**src/hdl/hrlc_pkg.sv**
```systemverilog
// Shared types, constants and character tables for the request line checker.
package hrlc_pkg;

  localparam int unsigned BYTE_W      = 8;
  localparam int unsigned URI_W       = 10;
  localparam int unsigned STATUS_W    = 3;
  localparam int unsigned FC_W        = 4;
  localparam int unsigned CFG_ADDR_W  = 3;
  localparam int unsigned CFG_DATA_W  = 32;
  localparam int unsigned QUEUE_DEPTH = 4;

  // Longest method accepted before the line is a bad request.
  localparam logic [FC_W-1:0] METHOD_LIMIT = FC_W'(7);

  localparam logic [URI_W-1:0] MAX_URI_RESET = URI_W'(200);

  // Register index as decoded from the word address.
  localparam logic REG_MAX_URI = 1'b0;

  localparam logic [STATUS_W-1:0] ST_OK       = 3'd0;
  localparam logic [STATUS_W-1:0] ST_BAD      = 3'd1;
  localparam logic [STATUS_W-1:0] ST_METHOD   = 3'd2;
  localparam logic [STATUS_W-1:0] ST_URI_LONG = 3'd3;
  localparam logic [STATUS_W-1:0] ST_VERSION  = 3'd4;

  localparam logic [BYTE_W-1:0] CHAR_SPACE = 8'h20;
  localparam logic [BYTE_W-1:0] CHAR_CR    = 8'h0D;
  localparam logic [BYTE_W-1:0] CHAR_ZERO  = 8'h30;
  localparam logic [BYTE_W-1:0] CHAR_ONE   = 8'h31;

  typedef struct packed {
    logic [BYTE_W-1:0] line_byte;
    logic              line_start;
  } line_in_t;

  typedef struct packed {
    logic [STATUS_W-1:0] status;
    logic                is_post;
    logic [URI_W-1:0]    uri_length;
  } line_out_t;

  // One byte after classification by the front end.
  typedef struct packed {
    logic [BYTE_W-1:0] line_byte;
    logic              start;
    logic              is_space;
    logic              is_cr;
    logic              is_zero;
    logic              is_one;
  } byte_cls_t;

  // Queue status, seen by both the front end and the parser.
  typedef struct packed {
    logic valid;
    logic full;
  } queue_status_t;

  function automatic logic [BYTE_W-1:0] get_char(input logic [1:0] idx);
    logic [BYTE_W-1:0] c;
    case (idx)
      2'd0:    c = 8'h47;  // G
      2'd1:    c = 8'h45;  // E
      default: c = 8'h54;  // T
    endcase
    return c;
  endfunction

  function automatic logic [BYTE_W-1:0] post_char(input logic [1:0] idx);
    logic [BYTE_W-1:0] c;
    case (idx)
      2'd0:    c = 8'h50;  // P
      2'd1:    c = 8'h4F;  // O
      2'd2:    c = 8'h53;  // S
      default: c = 8'h54;  // T
    endcase
    return c;
  endfunction

  // The first seven characters of the version string; the last one is checked apart.
  function automatic logic [BYTE_W-1:0] ver_char(input logic [2:0] idx);
    logic [BYTE_W-1:0] c;
    case (idx)
      3'd0:    c = 8'h48;  // H
      3'd1:    c = 8'h54;  // T
      3'd2:    c = 8'h54;  // T
      3'd3:    c = 8'h50;  // P
      3'd4:    c = 8'h2F;  // /
      3'd5:    c = 8'h31;  // 1
      default: c = 8'h2E;  // .
    endcase
    return c;
  endfunction

endpackage

```
**src/hdl/hrlc_back.sv**
```systemverilog
// Parser: walks method, URI and version phases and registers one result per line.
module hrlc_back import hrlc_pkg::*; (
  input  logic             clk,
  input  logic             rst_n,
  input  byte_cls_t        item,
  input  queue_status_t    q_status,
  output logic             pop,
  input  logic [URI_W-1:0] max_uri_length,
  output line_out_t        out_data,
  output logic             out_valid,
  input  logic             out_stall
);

  typedef enum logic [1:0] {
    PH_METHOD,
    PH_URI,
    PH_VERSION
  } phase_t;

  phase_t           phase_r, phase_nxt;
  logic [FC_W-1:0]  fc_r, fc_nxt;
  logic [URI_W-1:0] uri_r, uri_nxt;
  logic             get_r, get_nxt;
  logic             post_r, post_nxt;
  logic [1:0]       ver_r, ver_nxt;
  logic             fin_r, fin_nxt;
  logic             out_valid_r, out_valid_nxt;
  line_out_t        out_data_r, out_data_nxt;

  phase_t           c_phase;
  logic [FC_W-1:0]  c_fc;
  logic [URI_W-1:0] c_uri;
  logic             c_get, c_post, c_fin, c_is_post;
  logic [1:0]       c_ver, v_ver;
  logic             emit;
  line_out_t        res;
  logic             g_ok, p_ok;

  // A new byte is taken only when the output register can hold a possible result.
  assign pop = q_status.valid && (!out_valid_r || !out_stall);

  always_comb begin
    // The start flag clears the line before this byte is parsed.
    c_phase   = item.start ? PH_METHOD : phase_r;
    c_fc      = item.start ? '0 : fc_r;
    c_uri     = item.start ? '0 : uri_r;
    c_get     = item.start ? 1'b1 : get_r;
    c_post    = item.start ? 1'b1 : post_r;
    c_ver     = item.start ? 2'b11 : ver_r;
    c_fin     = item.start ? 1'b0 : fin_r;
    c_is_post = !c_get && c_post;

    phase_nxt = c_phase;
    fc_nxt    = c_fc;
    uri_nxt   = c_uri;
    get_nxt   = c_get;
    post_nxt  = c_post;
    ver_nxt   = c_ver;
    fin_nxt   = c_fin;
    emit      = 1'b0;
    res       = '{status: ST_OK, is_post: c_is_post, uri_length: c_uri};
    g_ok      = c_get && (c_fc == FC_W'(3));
    p_ok      = c_post && (c_fc == FC_W'(4));
    v_ver     = c_ver;

    if (!c_fin) begin
      unique case (c_phase)
        PH_METHOD: begin
          if (item.is_space) begin
            if (!g_ok && !p_ok) begin
              emit = 1'b1;
              res  = '{status: ST_METHOD, is_post: 1'b0, uri_length: '0};
            end else begin
              get_nxt   = g_ok;
              post_nxt  = p_ok;
              phase_nxt = PH_URI;
              fc_nxt    = '0;
            end
          end else if (c_fc >= METHOD_LIMIT) begin
            emit = 1'b1;
            res  = '{status: ST_BAD, is_post: 1'b0, uri_length: '0};
          end else begin
            if (c_fc >= FC_W'(3) || get_char(c_fc[1:0]) != item.line_byte) begin
              get_nxt = 1'b0;
            end
            if (c_fc >= FC_W'(4) || post_char(c_fc[1:0]) != item.line_byte) begin
              post_nxt = 1'b0;
            end
            fc_nxt = c_fc + FC_W'(1);
          end
        end
        PH_URI: begin
          if (item.is_space) begin
            phase_nxt = PH_VERSION;
            fc_nxt    = '0;
          end else if (c_uri >= max_uri_length) begin
            emit       = 1'b1;
            res.status = ST_URI_LONG;
          end else begin
            uri_nxt = c_uri + URI_W'(1);
          end
        end
        PH_VERSION: begin
          if (item.is_cr) begin
            emit       = 1'b1;
            res.status = (c_fc == FC_W'(8) && c_ver != 2'b00) ? ST_OK : ST_VERSION;
          end else if (c_fc >= FC_W'(8)) begin
            emit       = 1'b1;
            res.status = ST_VERSION;
          end else begin
            // The last character picks between the two accepted minor versions.
            if (c_fc == FC_W'(7)) begin
              if (!item.is_zero) begin
                v_ver[0] = 1'b0;
              end
              if (!item.is_one) begin
                v_ver[1] = 1'b0;
              end
            end else if (ver_char(c_fc[2:0]) != item.line_byte) begin
              v_ver = 2'b00;
            end
            ver_nxt = v_ver;
            fc_nxt  = c_fc + FC_W'(1);
            if (v_ver == 2'b00) begin
              emit       = 1'b1;
              res.status = ST_VERSION;
            end
          end
        end
        default: begin
          phase_nxt = c_phase;
        end
      endcase
    end

    if (emit) begin
      fin_nxt = 1'b1;
    end

    out_valid_nxt = out_valid_r && out_stall;
    out_data_nxt  = out_data_r;
    if (pop && emit) begin
      out_valid_nxt = 1'b1;
      out_data_nxt  = res;
    end
  end

  always_ff @(posedge clk) begin
    if (!rst_n) begin
      phase_r     <= PH_METHOD;
      fc_r        <= '0;
      uri_r       <= '0;
      get_r       <= 1'b1;
      post_r      <= 1'b1;
      ver_r       <= 2'b11;
      fin_r       <= 1'b0;
      out_valid_r <= 1'b0;
    end else begin
      if (pop) begin
        phase_r <= phase_nxt;
        fc_r    <= fc_nxt;
        uri_r   <= uri_nxt;
        get_r   <= get_nxt;
        post_r  <= post_nxt;
        ver_r   <= ver_nxt;
        fin_r   <= fin_nxt;
      end
      out_valid_r <= out_valid_nxt;
    end
    out_data_r <= out_data_nxt;
  end

  assign out_valid = out_valid_r;
  assign out_data  = out_data_r;

  a_emit_finishes: assert property (@(posedge clk) disable iff (!rst_n)
    (pop && emit) |=> (fin_r && out_valid_r))
    else $error("result issued without closing the line");

  a_method_count: assert property (@(posedge clk) disable iff (!rst_n)
    (phase_r == PH_METHOD) |-> (fc_r <= METHOD_LIMIT))
    else $error("method count past limit");

  a_version_count: assert property (@(posedge clk) disable iff (!rst_n)
    (phase_r == PH_VERSION) |-> (fc_r <= FC_W'(8)))
    else $error("version count past eight");

  a_no_pop_on_stall: assert property (@(posedge clk) disable iff (!rst_n)
    (out_valid_r && out_stall) |-> !pop)
    else $error("byte parsed while result is held");

endmodule

```
**config.mk**
```make
export PLATFORM = sky130hd
export DESIGN_NAME = hrlc_back
export DESIGN_NICKNAME = d
export VERILOG_FILES = /design/src/hdl/hrlc_pkg.sv /design/src/hdl/hrlc_back.sv
export SDC_FILE = /design/constraint.sdc
export NUM_CORES = 1
export LEC_CHECK = 0
export ABC_AREA = 0
export ABC_CLOCK_PERIOD_IN_PS = 3300
export BUFFER_PORTS_ARGS = -buffer_cell sky130_fd_sc_hd__buf_2
export CAP_MARGIN = 15
export CORE_AREA = 2 2 65 91
export CTS_CLUSTER_DIAMETER = 200
export DETAILED_ROUTE_END_ITERATION = 10
export DIE_AREA = 0 0 67 93
export PLACE_DENSITY = 0.77
export SETUP_SLACK_MARGIN = 0.4
export SLEW_MARGIN = 20
export SYNTH_ARGS = -nofsm -noshare
export SYNTH_HDL_FRONTEND = slang
export SYNTH_SLANG_ARGS = --single-unit
```
**constraint.sdc**
```tcl
create_clock -name clk -period 3.3 [get_ports clk]
set_clock_uncertainty 0.05 [all_clocks]
set_input_delay 0.33 -clock clk [delete_from_list [all_inputs] [get_ports clk]]
set_output_delay 0.33 -clock clk [all_outputs]
set_load 0.03 [all_outputs]
```
==> summary.txt, run 1 <==
Routing
  • Iteration-0 DRC Markers: 153
  • Metal3 WL: 410 um
  • Vias: 2673
  • Wl on met1: 2547 um
  • Vias per cell: roughly 6.0
  • Wire per inst: 15.00 um
  • DRC violations left: 0
  • Drt first pass iters: 4
  • Antenna Violating Nets Remaining: 0
  • Max layer used: met4
  • Post-Route WL: 6733 um
  • Metal2 WL: 3584 um

Power and ir drop
  • Peak supply drop: 0.1759 mV
  • Lkg Pwr: 0.001369 uW
  • Pwr Density: 340.8 nW/um2

Global route
  • Largest net degree at the start of global routing: 27
  • Antenna violations before repair: 0
  • Gr usage total: 22.46%
  • GRT overflow: 0
  • Vias in the first global route: 2509
  • First-pass GRT wire length: 11030 um

STA
  • Setup TNS: 0 ps
  • Slew Limit Fails: 0
  • Slew margin rel.: around 46%
  • Final setup viols: 0
  • Final Cycle Share: approximately 79%
  • RSZ-0062 raised after global routing: false
  • Fmax: approximately 0.39 GHz
  • Worst Tran Pin Value: between 700 and 800 ps
  • Fin crit period: ~2600 ps
  • Endpoints failing hold: 0
  • Setup ws final: just over 700 ps

Synth
  • Most area-consuming cells after synthesis: dfxtp_1 16%, edfxtp_1 16%, ha_1 6.1%, a21oi_1 5.6%, nand2_1 5.2%
  • FFs w/ async S/R, synth: 0%
  • Distinct cells, synth: 58
  • Post-synth top flop: dfxtp_1
  • Yosys top cell area share: 16.48%
  • Post-synth EDFFs: 14
  • Yosys warnings: 0
  • Syn_nets: between 300 and 400
  • Synth Instances: 344
  • Post-synth top cells: 37 x nand2_1, 34 x nor2_1, 30 x a21oi_1
  • Biggest area consumer among synthesized cells: dfxtp_1
  • Register bit total from synthesis: 36
  • Most frequent cell after synthesis: nand2_1
  • Mapped Avg Cell Area: 7.769 um2
  • Sequential share of the synthesized area: 32.21%
  • Syn Std Cell Area: 2673 um2

Clock network
  • Clk Tree Root Cell: clkbuf_8
  • Clock Tree Buf Depth: 2
  • CTS tree: done
  • Clock transition at path regs: 70 ps
  • Cts bufs inserted: 5
  • Clock net sink count: 36
  • Setup repair bufs after CTS: 0
  • Clk Latency, worst-skew pair: 290 ps
  • H-tree depth: 2
  • # hold bufs at CTS: 0

Setup path
  • Worst setup path startpoint: uri_r[2]$_SDFFE_PN0P_
  • Critical path endpoint: out_data[10]$_DFFE_PP_
  • WP data required: 3180 ps
  • Data arrival, critical path: 2480 ps
  • Levels on crit path: 7
  • CP Class: reg -> reg
  • Max incr delay on CP: 490 ps
  • Critical Path Sink Type: register
  • R2r endpoint: out_data[10]$_DFFE_PP_
  • Crit path buffers/inverters: 0
  • CP cell instances: nor2b_1 > ha_1 > o2111ai_1 > o21ai_0 > a21o_1 > nand2_1 > a31oi_4
  • Crit path max-delay family: compound AO/OA/AOI/OAI gates
  • Startpoint types: register
  • Worst flop-to-flop path startpoint: uri_r[2]$_SDFFE_PN0P_
  • Reg2Reg Depth: 7
  • CP max FO: 14
  • FF-to-FF setup slack: 700 ps
  • Worst path slowest cell: a31oi_4

Run status
  • Outcome: finished, final reports clean

Run
  • Maxcap violations: 0

Floorplanning
  • Chip Height: 93 um
  • Starting Density: 49.08%
  • Die Footprint: just over 6000 um2
  • Core Area: 5445 um2
  • Die width: 67 um
  • Rows: 32
  • Top Ports: 44

Cells and area
  • Final Instance Area: 3069 um2
  • Non-filler cells, final: 449
  • Ant diodes: 0
  • Share of layout cells above drive strength 1: between 15 and 20%
  • Fin nets: 421
  • Synth-to-layout area growth: 14.84%

Placed design
  • Setup slack after placement: 404.1 ps
  • Placed instance count: 441
  • Post-DP HPWL: 5078 um
  • DP Area: 2953 um2
  • Routability Congestion: 0.9184
  • Port Buffer Count: 42

Hold path
  • Hold/Removal Path Class: in -> reg
metrics by stage:
| step | hold WS (ps) | total power [uW] | utilization (%) |
|---|---|---|---|
| 2_1_floorplan | 408.4 | 604.3 | - |
| 3_3_place_gp | 416.3 | 656.1 | 54.23 |
| 3_5_place_dp | 445.2 | 660.7 | 54.23 |
| 4_1_cts | 300.5 | 1047 | 56.27 |
| 5_1_grt | 307.1 | 1087 | 56.36 |
| 6_report | 299.6 | 1046 | 56.36 |
cell usage in the layout, fill, tap and decap left out, types with 2 or more instances in the layout:
master     Yosys  routed
nand2b_2       1       2
a31oi_1        7       6
nor2_1        34      34
a41oi_1        2       2
clkinv_1       2       2
o21a_1         7       7
nand4b_1       2       2
a211oi_1       3       3
o2111ai_1      4       4
and3_1         7       7
and4_1         2       2
inv_1         20      20
dfxtp_2        0       2
and2b_1        3       3
nand2b_1       7       6
nor2b_1        9       9
o21bai_1       2       2
buf_4          0       8
dfxtp_1       22      20
nand2_1       37      37
o211ai_1       2       2
o21ai_0       20      20
clkbuf_8       0       5
o32ai_1        2       2
ha_1          13      13
or3b_1         2       2
and2_1         5       5
edfxtp_1      14      14
nor3_1         9       9
o31a_1         4       4
buf_2          8      42
mux2i_1        4       4
a21o_1         4       4
nand3_1        7       7
a21oi_1       30      30
nand3b_1       2       2
xnor2_1        4       4
nor4_1         5       5
nand4_1        5       5
metal layers:
metal  vias up  global-route usage [%]
met3        18                   3.129
met1      1227                   24.70
met4         0                   11.22
li1       1314                       -
met2       114                   40.68
met5         -                       0
worst min-delay path by stage:
stage,startpoint,to,depth (start not counted)
CTS,out_stall,out_valid$_SDFF_PN0_,3
floorplan,uri_r[7]$_SDFFE_PN0P_,uri_r[7]$_SDFFE_PN0P_,2
detailed placement,uri_r[9]$_SDFFE_PN0P_,uri_r[9]$_SDFFE_PN0P_,2
global placement,uri_r[7]$_SDFFE_PN0P_,uri_r[7]$_SDFFE_PN0P_,2
finish,out_stall,out_valid$_SDFF_PN0_,3
global route,out_stall,out_valid$_SDFF_PN0_,3
cell families (layout without fill, tap and decap cells):
kind of cell / Yosys count / after routing / synth area share, %
xor gates and xnor gates: 4 / 4 / 1.311
muxes: 4 / 4 / 1.498
buffers and inverters: 43 / 80 / 6.460
AOI/OAI and AO/OA: 100 / 100 / 24.67
adders and majority gates: 13 / 13 / 6.086
DFF: 36 / 36 / 32.21
and+or+nand+nor: 144 / 144 / 27.76
sequential cells by signal (all words and copies together), names as in the netlist:
| register | count |
|---|---|
| out_data | 14 |
| uri_r | 10 |
| fc_r | 4 |
| phase_r | 2 |
| ver_r | 2 |
| fin_r | 1 |
| get_r | 1 |
| out_valid | 1 |
| post_r | 1 |
final cells by class:
cell class              count  area [um2]
clock inverters             3       42.54
fillers                   564        2376
well taps                  68       85.08
inverters                  22       82.58
clock buffers               5       68.82
multi-input cells         265        1657
repair buffers             50       270.3
flip-flops and latches     36       863.3
worst reg2reg max path: stages, from the launching register on:
cell and delay [ps]:
dfxtp_1 400, nor2b_1 260, ha_1 220, o2111ai_1 110
o21ai_0 380, a21o_1 180, nand2_1 150, a31oi_4 490
power by group:
group / internal, uW / leakage [uW] / switching (uW) / total, uW
clock network: 224 / 0.0000541 / 169 / 393
logic: 61.5 / 0.000997 / 108 / 169
registers: 473 / 0.000319 / 11.1 / 484
total: 758 / 0.00137 / 288 / 1050
repair_timing:
action | 4_1_cts | 5_1_grt
resized for setup | 0 | 3
endpoints found under the hold margin | 0 | 0
endpoints found under the setup margin | 0 | 20
(Power assumes the default switching activity.)
==> inputs of run 2 (changes only) <==
Settings changed: ABC_AREA 0 to 1, ABC_CLOCK_PERIOD_IN_PS 3300 to 2300, CORE_AREA 2 2 65 91 to 2 2 64 90, DIE_AREA 0 0 67 93 to 0 0 66 92.
Clock period 3.3 ns to 2.3 ns, I/O delays scaled along.
==> run 2 against run 1 <==
Compared with the run above: cell count rose by 31%; worst setup slack got worse by 730 ps; clock-buffer cell count did not move; power rose by 75%; non-clock buffer count rose by 74; synthesized cell count rose by 15%; sequential share of layout area fell by 7.3 points; sequential cell count did not move; largest cell class unchanged; register-to-register slack got worse by 730 ps; area after synthesis fell by 3.4%; the run now ends with setup timing left; global-route usage rose by 5.8 points; die area fell by 2.6%; critical path type unchanged.
==> summary.txt, run 2 <==
STA
  • Endpoints failing hold: 0
  • Worst Tran Pin Value: roughly 420 ps
  • Slew Limit Fails: 0
  • Final setup viols: 17
  • RSZ-0062 raised after global routing: true
  • Fmax: approximately 0.43 GHz
  • Setup ws final: -29.01 ps
  • Slew margin rel.: 71.47%
  • Final Cycle Share: 101.3%
  • Setup TNS: -285.4 ps
  • Fin crit period: 2329 ps

Setup path
  • Reg2Reg Depth: 16
  • CP max FO: 6
  • Startpoint types: register
  • Critical Path Sink Type: register
  • Data arrival, critical path: 2340 ps
  • FF-to-FF setup slack: -30 ps
  • R2r endpoint: out_data[3]$_DFFE_PP_
  • WP data required: 2310 ps
  • Worst flop-to-flop path startpoint: uri_r[3]$_SDFFE_PN0P_
  • CP Class: reg -> reg

Synth
  • FFs w/ async S/R, synth: 0%
  • Most area-consuming cells after synthesis: dfxtp_1 17%, edfxtp_1 16%, nand2_1 14%, inv_1 8.0%, a21oi_1 6.8%
  • Most frequent cell after synthesis: nand2_1
  • Post-synth top flop: dfxtp_1
  • Post-synth top cells: 98 x nand2_1, 55 x inv_1, 42 x nor2_1
  • Biggest area consumer among synthesized cells: dfxtp_1
  • Sequential share of the synthesized area: between 30 and 40%
  • Yosys top cell area share: 17.06%
  • Mapped Avg Cell Area: 6.551 um2
  • Yosys warnings: 0
  • Syn_nets: 435
  • Synth Instances: 394
  • Post-synth EDFFs: 14
  • Syn Std Cell Area: approximately 2600 um2
  • Distinct cells, synth: between 40 and 50
  • Register bit total from synthesis: 36

Routing
  • Post-Route WL: 9540 um
  • Iteration-0 DRC Markers: 274
  • Antenna Violating Nets Remaining: 0
  • DRC violations left: 0
  • Wire per inst: 16.28 um
  • Vias: 3279
  • Vias per cell: 5.596
  • Drt first pass iters: 5

Hold path
  • Hold depth: 3
  • Min-Delay Startpoint: out_stall
  • Hold path endpoint: out_valid$_SDFF_PN0_
  • Hold/Removal Path Class: in -> reg

Cells and area
  • Most frequent cells in the layout: 65 x nand2_1, 57 x buf_4, 44 x inv_1, 41 x buf_2, 33 x nor2_1
  • Ant diodes: 0
  • Non-filler cells, final: 586
  • Share of layout cells above drive strength 1: about half
  • Max FFs per register: 14
  • Commonest non-fill, non-tap cell in the layout: nand2_1
  • Final Instance Area: 4190 um2
  • Fillers: 346
  • Synth-to-layout area growth: 62.34%
  • Fin nets: 558

Power and ir drop
  • Total Power: 1836 uW
  • Peak supply drop: 0.2415 mV
  • Lkg Pwr: 0.001932 uW
  • Pwr Density: 438.1 nW/um2

Clock network
  • CTS tree: done
  • H-tree depth: 2
  • Clock net sink count: 36
  • Clock transition at path regs: 80 ps
  • Cts bufs inserted: 5
  • Clock Tree Buf Depth: 2
  • Clk Latency, worst-skew pair: a little under 300 ps
  • Clk Tree Root Cell: clkbuf_8

Floorplanning
  • Core Area: 5365 um2
  • Die Footprint: 6072 um2
  • Chip Height: 92 um
  • Top Ports: 44
  • Rows: 32
  • Starting Density: 48.11%
  • Die width: 66 um

Placed design
  • Port Buffer Count: 42
  • Placed instance count: approximately 540
  • Routability Congestion: approximately 0.95
  • Post-DP HPWL: 5643 um
  • DP Area: ~3400 um2
  • Setup slack after placement: -227.1 ps

Run
  • Maxcap violations: 0

Run status
  • Failing checks: setup timing
  • Outcome: complete, but fails checks

Global route
  • Gr usage total: between 20% and 30%
  • Vias in the first global route: 3129
  • Largest net degree at the start of global routing: 14
  • GRT overflow: 0
  • First-pass GRT wire length: 13310 um
  • Antenna violations before repair: 0
-- run 2: changes by cell type in the layout (fill, tap and decap cells not counted), moves of 20 or more --
| cell | before | now |
|---|---|---|
| inv_2 | 0 | 21 |
| buf_6 | 0 | 20 |
| inv_1 | 20 | 44 |
| nand2_2 | 0 | 30 |
| buf_4 | 8 | 57 |
| nand2_1 | 37 | 65 |
-- run 2: kinds of logic (layout without fill, tap and decap cells) --
logic type	Yosys count	in the layout	share of synthesized area [%]
AO/OA/AOI/OAI	79	79	17.35
AND/OR/NAND/NOR	184	185	29.81
adder cells (fa/ha/maj)	13	13	6.302
buffers and inverters	79	202	12.17
flip-flops	36	36	33.35
XOR/XNOR	3	3	1.018
-- run 2: worst max path at each step --
stage                     slack (ps)                   from                     to  cells past startpoint
final                            -30  uri_r[3]$_SDFFE_PN0P_  out_data[3]$_DFFE_PP_                     16
after global routing            -160  uri_r[3]$_SDFFE_PN0P_  uri_r[5]$_SDFFE_PN0P_                     15
after CTS                         70  uri_r[1]$_SDFFE_PN0P_  uri_r[2]$_SDFFE_PN0P_                     15
after detailed placement        -230                item[4]  out_data[8]$_DFFE_PP_                     17
after global placement          -160                item[4]  uri_r[6]$_SDFFE_PN0P_                     14
after floorplan                   10                item[4]  out_data[0]$_DFFE_PP_                     17
-- run 2: power by group --
group          switching, uW  leakage, uW  internal (uW)  total (uW)
Combinational            331      0.00156            241         572
Sequential              18.0     0.000316            698         716
Clock                    232    0.0000532            316         548
-- run 2: worst max-delay path, stage by stage, from the launching register on --
cell and delay (ps):
dfxtp_2 350, inv_2 50, nor2_4 130, ha_4 210, a21oi_2 130, o21ai_1 70, nand2_1 80, nand3_2 100
a31oi_4 220, inv_2 60, nand2_2 70, nand2_2 50, inv_2 70, nand2_4 60, nand2_4 70, clkinvlp_4 130
clkbuf_16 180
-- run 2: final cells by class --
type | count | area (um2) | share of cell area (%)
Multi-Input combinational cell | 280 | 1882 | 44.91
Tap cell | 68 | 85.08 | 2.030
Clock buffer | 5 | 68.82 | 1.642
Inverter | 70 | 271.5 | 6.480
Timing Repair Buffer | 124 | 970.9 | 23.17
Sequential cell | 36 | 874.6 | 20.87
Clock inverter | 3 | 37.54 | 0.8958
-- run 2: repair_timing --
| action | 4_1_cts | 5_1_grt |
|---|---|---|
| pin swaps | 18 | 26 |
| gates resized for setup | 45 | 71 |
| buffers inserted | 21 | 13 |
| setup endpoints to repair | 43 | 49 |
| gates cloned | 1 | 1 |
| hold buffers | 0 | 0 |
-- run 2: through the flow --
stage / utilization [%] / hold WS [ps]
floorplan: - / 321.8
finish: 78.10 / 182.1
global route: 78.10 / 189.0
CTS: 71.22 / 186.7
detailed placement: 63.64 / 409.3
global placement: 63.64 / 402.7
-- run 2: metal layers --
layer	GRT usage, %	vias up	wire length (um)
met5	0	-	0
met4	20.24	0	800
met3	3.681	80	625
met2	52.86	195	4953
met1	26.97	1470	3160
li1	-	1534	-
==> inputs of run 3 (changes only) <==
==> constraint.sdc (replaced) <==
create_clock -name clk -period 2.3 [get_ports clk]
set_clock_uncertainty 0.05 [all_clocks]
set_input_delay 0.115 -clock clk [delete_from_list [all_inputs] [get_ports clk]]
set_output_delay 0.115 -clock clk [all_outputs]
set_load 0.03 [all_outputs]
==> run 3 against run 2 <==
Compared with the run above: die area stayed put; combinational power is 15% lower; fmax is 2.6% lower; via count is 4.5% lower; the flow still finishes with violations (setup timing); wire length is 11% lower; non-clock buffer count is 31 lower; clock-buffer cell count is 3 higher; largest cell class unchanged; critical path type unchanged; first-iteration DRC count is 19% lower.
==> summary.txt, run 3 (synthesis results as in run 2) <==
Run
  • Maxcap violations: 0

Cells and area
  • Final Instance Area: 3904 um2
  • Non-filler cells, final: 555
  • Ant diodes: 0
  • Synth-to-layout area growth: 51.24%
  • Most frequent cells in the layout: 67 x nand2_1, 43 x inv_1, 42 x buf_2, 35 x buf_4
  • Share of layout cells above drive strength 1: 46.61%
  • Max FFs per register: 14
  • Fin nets: around 530
  • Fillers: 397
  • Commonest non-fill, non-tap cell in the layout: nand2_1

Floorplanning
  • Rows: 32
  • Top Ports: 44
  • Die width: approximately 66 um
  • Chip Height: a little over 90 um
  • Starting Density: 48.11%
  • Core Area: approximately 5400 um2
  • Die Footprint: 6072 um2

Placed design
  • Port Buffer Count: 42
  • Post-DP HPWL: 5628 um
  • DP Area: 3256 um2
  • Setup slack after placement: -89.03 ps
  • Placed instance count: 524
  • Routability Congestion: 0.9856

Routing
  • Post-Route WL: 8449 um
  • Iteration-0 DRC Markers: 222
  • Wire per inst: roughly 15 um
  • Vias: 3133
  • Drt first pass iters: 5
  • Vias per cell: 5.645
  • DRC violations left: 0
  • Antenna Violating Nets Remaining: 0

Setup path
  • Startpoint types: register
  • CP max FO: 2
  • CP Class: reg -> reg
  • WP data required: 2370 ps
  • Data arrival, critical path: 2460 ps
  • Critical Path Sink Type: register
  • Reg2Reg Depth: 15

STA
  • Endpoints failing hold: 0
  • Slew Limit Fails: 0
  • RSZ-0062 raised after global routing: true
  • Fin crit period: 2391 ps
  • Final setup viols: 16
  • Slew margin rel.: 70.66%
  • Final Cycle Share: 104.0%
  • Setup ws final: -91.40 ps
  • Setup TNS: -257.8 ps
  • Worst Tran Pin Value: 438.5 ps
  • Fmax: 0.4182 GHz

Global route
  • First-pass GRT wire length: 12360 um
  • GRT overflow: 0
  • Gr usage total: roughly 26%
  • Vias in the first global route: 2887
  • Largest net degree at the start of global routing: 15
  • Antenna violations before repair: 0

Power and ir drop
  • Flop pwr share: 41.9%
  • Internal Power: 1158 uW
  • Peak supply drop: ~0.22 mV
  • Power share of the clock group: 29.6%
  • Pwr Density: 437.1 nW/um2
  • Lkg Pwr: 0.001750 uW
  • Net Switching: roughly 550 uW
  • Switching part of the total power: 32.12%
  • Logic gate share of total power: 28.5%

Clock network
  • Clock transition at path regs: 80 ps
  • Clock net sink count: 36
  • Cts bufs inserted: 5
  • H-tree depth: 2
  • Clk Latency, worst-skew pair: 290 ps
  • Clk Tree Root Cell: clkbuf_8
  • CTS tree: done
  • # hold bufs at CTS: 0
  • Clock Tree Buf Depth: 2

Hold path
  • Hold/Removal Path Class: in -> reg
  • Hold depth: 3

Run status
  • Outcome: complete, but fails checks
  • Failing checks: setup timing
-- run 3: changes by cell type in the layout (fill, tap and decap cells not counted), moves of 3 or more --
cell and change:
nor2_1 -6, buf_6 -6, nand2_4 +3, nor2_2 +4
nand2_2 -5, buf_4 -22
-- run 3: through the flow --
step / util (%) / total power (uW) / hold slack (ps)
finish: 72.76 / 1706 / 59.81
global route: 72.76 / 1790 / 63.56
CTS: 66.21 / 1638 / 65.97
detailed placement: 60.68 / 1109 / 364.0
global placement: 60.68 / 1100 / 354.1
floorplan: - / 981.7 / 206.8
-- run 3: final cells by class --
type	count	area (um2)	share of cell area, %
Sequential cell	36	877.1	22.47
Inverter	70	271.5	6.955
Timing Repair Buffer	93	670.6	17.18
Tap cell	68	85.08	2.179
Multi-Input combinational cell	280	1899	48.65
Clock buffer	8	100.1	2.564
-- run 3: path summary, 6_finish.rpt --
kind,to,startpoint,slack (ps)
worst max-delay path,out_data[11]$_SDFFCE_PP0P_,uri_r[0]$_SDFFE_PN0P_,-90
worst min-delay path,out_valid$_SDFF_PN0_,out_stall,60
worst max register to register,out_data[11]$_SDFFCE_PP0P_,uri_r[0]$_SDFFE_PN0P_,-90
worst min register to register,post_r$_SDFFE_PN1P_,post_r$_SDFFE_PN1P_,450
-- run 3: per-layer routing --
metal,share of wire (%),vias to the layer above,global-route usage [%]
met5,0,-,0
met4,4.8,0,13.95
met3,5.3,42,3.681
met2,54,165,48.82
met1,36,1459,26.28
li1,-,1467,-
-- run 3: power by group through the flow --
stage / Clock, uW / Combinational (uW) / Sequential, uW
detailed placement: 0 / 382 / 728
finish: 505 / 486 / 716
floorplan: 0 / 217 / 765
global placement: 0 / 374 / 726
global route: 544 / 528 / 718
CTS: 504 / 419 / 715
-- run 3: what timing repair did --
action	4_1_cts	5_1_grt
pin swaps	11	22
gates resized for setup	37	81
cloned	1	0
setup endpoints to repair	43	48
setup buffers	11	11
-- run 3: worst max-delay path, cell delays in order (launching register included) --
cell	delay (ps)
dfxtp_2	330
inv_1	50
nor2_1	130
inv_1	60
ha_1	280
nand2_1	90
nor2_2	220
a31oi_4	130
inv_1	100
nand2_2	70
buf_4	140
buf_6	110
buf_6	100
buf_6	100
buf_6	110
a21oi_1	160
